--- src/hdl/svm_pkg.sv ---
`timescale 1ns / 1ps
package svm_pkg;

    localparam int MAX_VOICES   = 32;
    localparam int SAMPLE_DEPTH = 65536;

    localparam int VIDX_W  = $clog2(MAX_VOICES);
    localparam int CNT_W   = $clog2(MAX_VOICES + 1);
    localparam int SADDR_W = $clog2(SAMPLE_DEPTH);

    // Fixed field widths of the stream payload.
    localparam int KIND_W      = 2;
    localparam int ADDR_W      = 16;
    localparam int SAMPLE_W    = 16;
    localparam int LEN_W       = 17;
    localparam int VINDEX_W    = 5;
    localparam int FRAMES_W    = 13;
    localparam int OUT_COUNT_W = 6;
    localparam int POS_W       = 13;
    localparam int TOTAL_W     = 14;

    localparam int S_TDATA_W = 56;
    localparam int M_TDATA_W = 24;

    localparam logic [FRAMES_W-1:0] FRAMES_RESET = 13'd2048;
    localparam logic [FRAMES_W-1:0] FRAMES_MAX   = 13'd4096;

    localparam logic signed [SAMPLE_W-1:0] SAT_MAX = 16'sh7FFF;
    localparam logic signed [SAMPLE_W-1:0] SAT_MIN = 16'sh8000;

    localparam logic [KIND_W-1:0] KIND_LOAD = 2'd0;
    localparam logic [KIND_W-1:0] KIND_PLAY = 2'd1;
    localparam logic [KIND_W-1:0] KIND_STOP = 2'd2;
    localparam logic [KIND_W-1:0] KIND_MIX  = 2'd3;

    typedef struct packed {
        logic [ADDR_W-1:0] base;
        logic [LEN_W-1:0]  length;
        logic [LEN_W-1:0]  cursor;
    } voice_t;

    typedef struct packed {
        logic              capture;
        logic              exec_load;
        logic              exec_play;
        logic              mix_start;
        logic              tbl_rd;
        logic [VIDX_W-1:0] rd_addr;
        logic              mix_issue;
        logic              copy_wr;
        logic [VIDX_W-1:0] wr_addr;
        logic              load_out;
    } cmd_t;

    typedef struct packed {
        logic [KIND_W-1:0]   kind;
        logic [VINDEX_W-1:0] vindex;
        logic [CNT_W-1:0]    count;
        logic                match;
        logic                buf_end;
        logic                out_free;
    } sts_t;

endpackage

--- src/hdl/svm_ctrl.sv ---
`timescale 1ns / 1ps
module svm_ctrl
    import svm_pkg::*;
(
    input  logic clk,
    input  logic rst_n,
    input  logic s_tvalid,
    output logic s_tready,
    input  sts_t sts,
    output cmd_t cmd
);

    localparam logic [3:0] ST_IDLE   = 4'd0;
    localparam logic [3:0] ST_EXEC   = 4'd1;
    localparam logic [3:0] ST_STOPWR = 4'd2;
    localparam logic [3:0] ST_ISSUE  = 4'd3;
    localparam logic [3:0] ST_DRAIN1 = 4'd4;
    localparam logic [3:0] ST_DRAIN2 = 4'd5;
    localparam logic [3:0] ST_SWRD   = 4'd6;
    localparam logic [3:0] ST_SWCHK  = 4'd7;
    localparam logic [3:0] ST_SWWR   = 4'd8;
    localparam logic [3:0] ST_FIN    = 4'd9;

    logic [3:0]       state_reg, state_next;
    logic [CNT_W-1:0] idx_reg, idx_next;
    logic [CNT_W-1:0] last;
    logic             stop_ok;

    assign last    = sts.count - CNT_W'(1);
    assign stop_ok = (CNT_W'(sts.vindex) < sts.count);

    always_comb
    begin
        state_next = state_reg;
        idx_next   = idx_reg;
        cmd        = '0;
        s_tready   = 1'b0;
        unique case (state_reg)
            ST_IDLE:
            begin
                s_tready = 1'b1;
                if (s_tvalid)
                begin
                    cmd.capture = 1'b1;
                    state_next  = ST_EXEC;
                end
            end
            ST_EXEC:
            begin
                state_next = ST_IDLE;
                unique case (sts.kind)
                    KIND_LOAD: cmd.exec_load = 1'b1;
                    KIND_PLAY: cmd.exec_play = (sts.count < CNT_W'(MAX_VOICES));
                    KIND_STOP:
                    begin
                        if (stop_ok)
                        begin
                            cmd.tbl_rd  = 1'b1;
                            cmd.rd_addr = last[VIDX_W-1:0];
                            state_next  = ST_STOPWR;
                        end
                    end
                    KIND_MIX:
                    begin
                        cmd.mix_start = 1'b1;
                        idx_next      = '0;
                        state_next    = ST_ISSUE;
                    end
                    default: state_next = ST_IDLE;
                endcase
            end
            ST_STOPWR:
            begin
                cmd.copy_wr = 1'b1;
                cmd.wr_addr = VIDX_W'(sts.vindex);
                state_next  = ST_IDLE;
            end
            ST_ISSUE:
            begin
                // One table read per cycle; a sample fetch and an add follow it.
                if (idx_reg < sts.count)
                begin
                    cmd.tbl_rd    = 1'b1;
                    cmd.rd_addr   = idx_reg[VIDX_W-1:0];
                    cmd.mix_issue = 1'b1;
                    idx_next      = idx_reg + CNT_W'(1);
                end
                else
                    state_next = ST_DRAIN1;
            end
            ST_DRAIN1: state_next = ST_DRAIN2;
            ST_DRAIN2:
            begin
                idx_next   = sts.count;
                state_next = sts.buf_end ? ST_SWRD : ST_FIN;
            end
            ST_SWRD:
            begin
                // The sweep walks the table from the highest slot down.
                if (idx_reg == '0)
                    state_next = ST_FIN;
                else
                begin
                    cmd.tbl_rd  = 1'b1;
                    cmd.rd_addr = VIDX_W'(idx_reg - CNT_W'(1));
                    idx_next    = idx_reg - CNT_W'(1);
                    state_next  = ST_SWCHK;
                end
            end
            ST_SWCHK:
            begin
                if (sts.match)
                begin
                    cmd.tbl_rd  = 1'b1;
                    cmd.rd_addr = last[VIDX_W-1:0];
                    state_next  = ST_SWWR;
                end
                else
                    state_next = ST_SWRD;
            end
            ST_SWWR:
            begin
                cmd.copy_wr = 1'b1;
                cmd.wr_addr = idx_reg[VIDX_W-1:0];
                state_next  = ST_SWRD;
            end
            ST_FIN:
            begin
                if (sts.out_free)
                begin
                    cmd.load_out = 1'b1;
                    state_next   = ST_IDLE;
                end
            end
            default: state_next = ST_IDLE;
        endcase
    end

    always_ff @(posedge clk or negedge rst_n)
    begin
        if (!rst_n)
        begin
            state_reg <= ST_IDLE;
            idx_reg   <= '0;
        end
        else
        begin
            state_reg <= state_next;
            idx_reg   <= idx_next;
        end
    end

endmodule

--- config.mk ---
export PLATFORM = sky130hd
export DESIGN_NAME = svm_ctrl
export DESIGN_NICKNAME = d
export VERILOG_FILES = /design/src/hdl/svm_pkg.sv /design/src/hdl/svm_ctrl.sv
export SDC_FILE = /design/constraint.sdc
export NUM_CORES = 1
export LEC_CHECK = 0
export BUFFER_PORTS_ARGS = -buffer_cell sky130_fd_sc_hd__buf_4
export CORE_ASPECT_RATIO = 2
export CORE_MARGIN = 1.5
export CORE_UTILIZATION = 25
export DETAILED_ROUTE_END_ITERATION = 8
export PLACE_DENSITY = 0.41
export SLEW_MARGIN = 20
export SYNTH_ARGS = -nofsm -noshare
export SYNTH_HDL_FRONTEND = slang
export SYNTH_SLANG_ARGS = --single-unit
--- constraint.sdc ---
create_clock -name clk -period 2.4 [get_ports clk]
set_clock_uncertainty 0.05 [all_clocks]
set_input_delay 0.36 -clock clk [delete_from_list [all_inputs] [get_ports clk]]
set_output_delay 0.36 -clock clk [all_outputs]
set_load 0.02 [all_outputs]
==> reports/results.ini <==
[die]
rows = 38
dieArea_sq_um = 6110
design.core.area_sq_um = 5420
start_util_pct = 25.9
die_h_microns = 109
die_x_microns = 56.0
io_pins = 38

[timing]
slew_violations = 0
period_minus_slack_ns = 2.46
fmax_mhz = 406
grt_setup_unrepaired = true
slew_headroom_pct = 65.4
hold_slack_ns = 0.407
tightestPinTransition_ns = 0.516
worst_slack_ns = -0.0633
final.setup.tns_ns = -0.181
finalHoldViolations = 0
setup_violations = 5
finalCritPeriodShare_pct = 103

[routing]
postRouteWirelength_mm = 5.68
wl_per_cell_microns = 17.8
drt-initial-drc-count = 56
routed-via-count = 1679
viasPerCell = 5.26
route.detailed.drc = 0
ant_nets = 0
drtPass1Iterations = 4

[global_routing]
grt_pass1_vias = 1717
grt_pass1_wl_mm = 9.00
grt_max_degree = 12
antenna_found_initial = 0
grtUsageTotal_pct = 19.2
gr-total-overflow = 0

[worst_setup_path]
critPathMaxFanout = 7
r2r_slack_ns = 0.16
crit_arrival_ns = 2.05
end_kind = primary output
crit_type = reg -> out
crit_required_ns = 1.99
startpoint_type = register

[synthesis]
syn_area_sq_um = 1410
synth-seq-cells = 10
syn_inst = 195
syn-num-nets = 226
yosysWarnings = 0
ys_async_sr_fraction_pct = 100
synth_cell_type_count = 44
synth-edff-count = 0
syn_area_per_cell_sq_um = 7.21
synth_flop_cell = dfrtp_1
seq_area_frac_synth_pct = 17.8

[power]
p_total_mw = 2.23
p_leak_nw = 0.997
peakVddDrop_v = 0.000533
power_density_nw_per_um2 = 1050

[final_layout]
syn2layout_area_growth_pct = 51.6
antenna_cells = 0
post-route-cell-area_sq_um = 2130
drive_above_1_share_pct = 40.2
fillers = 602
ff_latch_area_sq_um = 253
largest_register_ffs = 6
multi_input_area_sq_um = 1160
layout.nets = 292

[clock_tree]
htree_levels = 1
cts.path.max_buffers = 2
insertion_delay_ns = 0.24
cts_sinks = 10
cts-buffers-inserted = 3
cts_root_buf = clkbuf_8
cts_tree = yes
cts.clk_slew.worst_paths_ns = 0.05

[outcome]
violations = negative setup slack
outcome = finished with violations

[place]
hpwl_mm = 4.66
io_buffers = 37
place_congestion = 0.918
place_area_sq_um = 1890

[flow_run]
cap_violations = 0

[hold_path]
hold_path_class = in -> reg

[critical path, stage by stage (launching register included)]
cell     delay [ns]
dfrtp_1        0.40
buf_6          0.14
ha_4           0.25
a21oi_2        0.04
o221a_2        0.30
and2_4         0.21
nor3b_4        0.21
o22ai_2        0.11
buf_6          0.15
[power breakdown]
part           internal (mW)  total (mW)  switching, mW
Combinational          0.786        1.75          0.963
Clock                  0.110       0.174         0.0641
Sequential             0.233       0.309         0.0763
[repair_timing]
item,CTS,global route
endpoints found under the hold margin,10,0
hold buffers,1,0
pin swaps,9,5
endpoints found under the setup margin,7,6
resized for setup,12,16
setup buffers,5,2
gates cloned,0,0
[synth_stat cells (2+ instances only)]
cell      instances  area share, %
nor2_1           24            6.4
nand2_1          17            4.5
a21oi_1          14            5.0
inv_1            14            3.7
ha_1             12             11
o21ai_0          11            3.9
dfrtp_1          10             18
nor3_1           10            3.6
a22oi_1           8            4.3
o21ai_1           7            2.5
nand2b_1          6            2.7
nand3_1           6            2.1
a221oi_1          4            2.5
o22ai_1           4            1.8
xnor2_1           4            2.5
and2_1            3            1.3
and3_1            3            1.3
buf_2             3            1.1
buf_4             3            1.6
clkbuf_1          3           0.80
mux2_4            2            2.1
nor3_4            2            2.3
nor4_1            2           0.89
o211ai_1          2            1.1
o221ai_1          2            1.2
[layer usage]
metal | routed length, microns | vias to the layer above | track usage [%]
li1 | - | 838 | -
met1 | 1950 | 798 | 19.2
met2 | 3520 | 35 | 40.3
met3 | 117 | 8 | 2.25
met4 | 93 | 0 | 4.42
met5 | 0 | - | 0
[placed cells by master, fill, tap and decap left out, drive strengths merged, types with 3 or more instances in the layout]
| cell | count |
|---|---|
| clkbuf | 3 |
| nand3 | 6 |
| dfrtp | 10 |
| ha | 12 |
| nand2 | 17 |
| a221oi | 4 |
| nor3 | 13 |
| nand2b | 7 |
| and3 | 3 |
| nor2 | 24 |
| xnor2 | 4 |
| and2 | 3 |
| o211ai | 3 |
| buf | 70 |
| a21oi | 14 |
| inv | 15 |
| o21ai | 18 |
| o22ai | 4 |
| a22oi | 8 |
[cell families (layout without fill, tap and decap cells)]
family	Yosys count	after routing	share of synthesized area, %
AOI/OAI and AO/OA	60	60	28.5
muxes	2	2	2.14
adders and majority gates	12	12	10.7
DFF	10	10	17.8
buffers and inverters	25	89	8.27
xor gates and xnor gates	4	4	2.49
and+or+nand+nor	82	82	30.2
[through the flow]
| step | worst slack (ns) | util, % | cells |
|---|---|---|---|
| 2_1_floorplan | 0.0978 | - | 195 |
| 3_3_place_gp | -0.0493 | 34.9 | 308 |
| 3_5_place_dp | -0.0420 | 34.9 | 308 |
| 4_1_cts | -0.100 | 37.3 | 317 |
| 5_1_grt | -0.159 | 39.3 | 319 |
| 6_report | -0.0633 | 39.3 | 319 |
[area by class of cell]
type	count	share of cell area, %
inverters	15	2.64
clock buffers	3	1.94
repair buffers	71	25.6
flip-flops and latches	10	11.9
well taps	60	3.52
multi-input cells	160	54.4
[worst paths after layout]
check | from | to | cells past startpoint
worst max register to register | idx_reg[1] | idx_reg[5] | 8
max in group asynchronous | rst_n | idx_reg[5] | 2
worst max-delay path | idx_reg[1] | cmd[10] | 8
min in group asynchronous | rst_n | idx_reg[1] | 2
worst min register to register | idx_reg[1] | idx_reg[1] | 2
worst min-delay path | sts[7] | idx_reg[4] | 3
(Power assumes the default switching activity.)
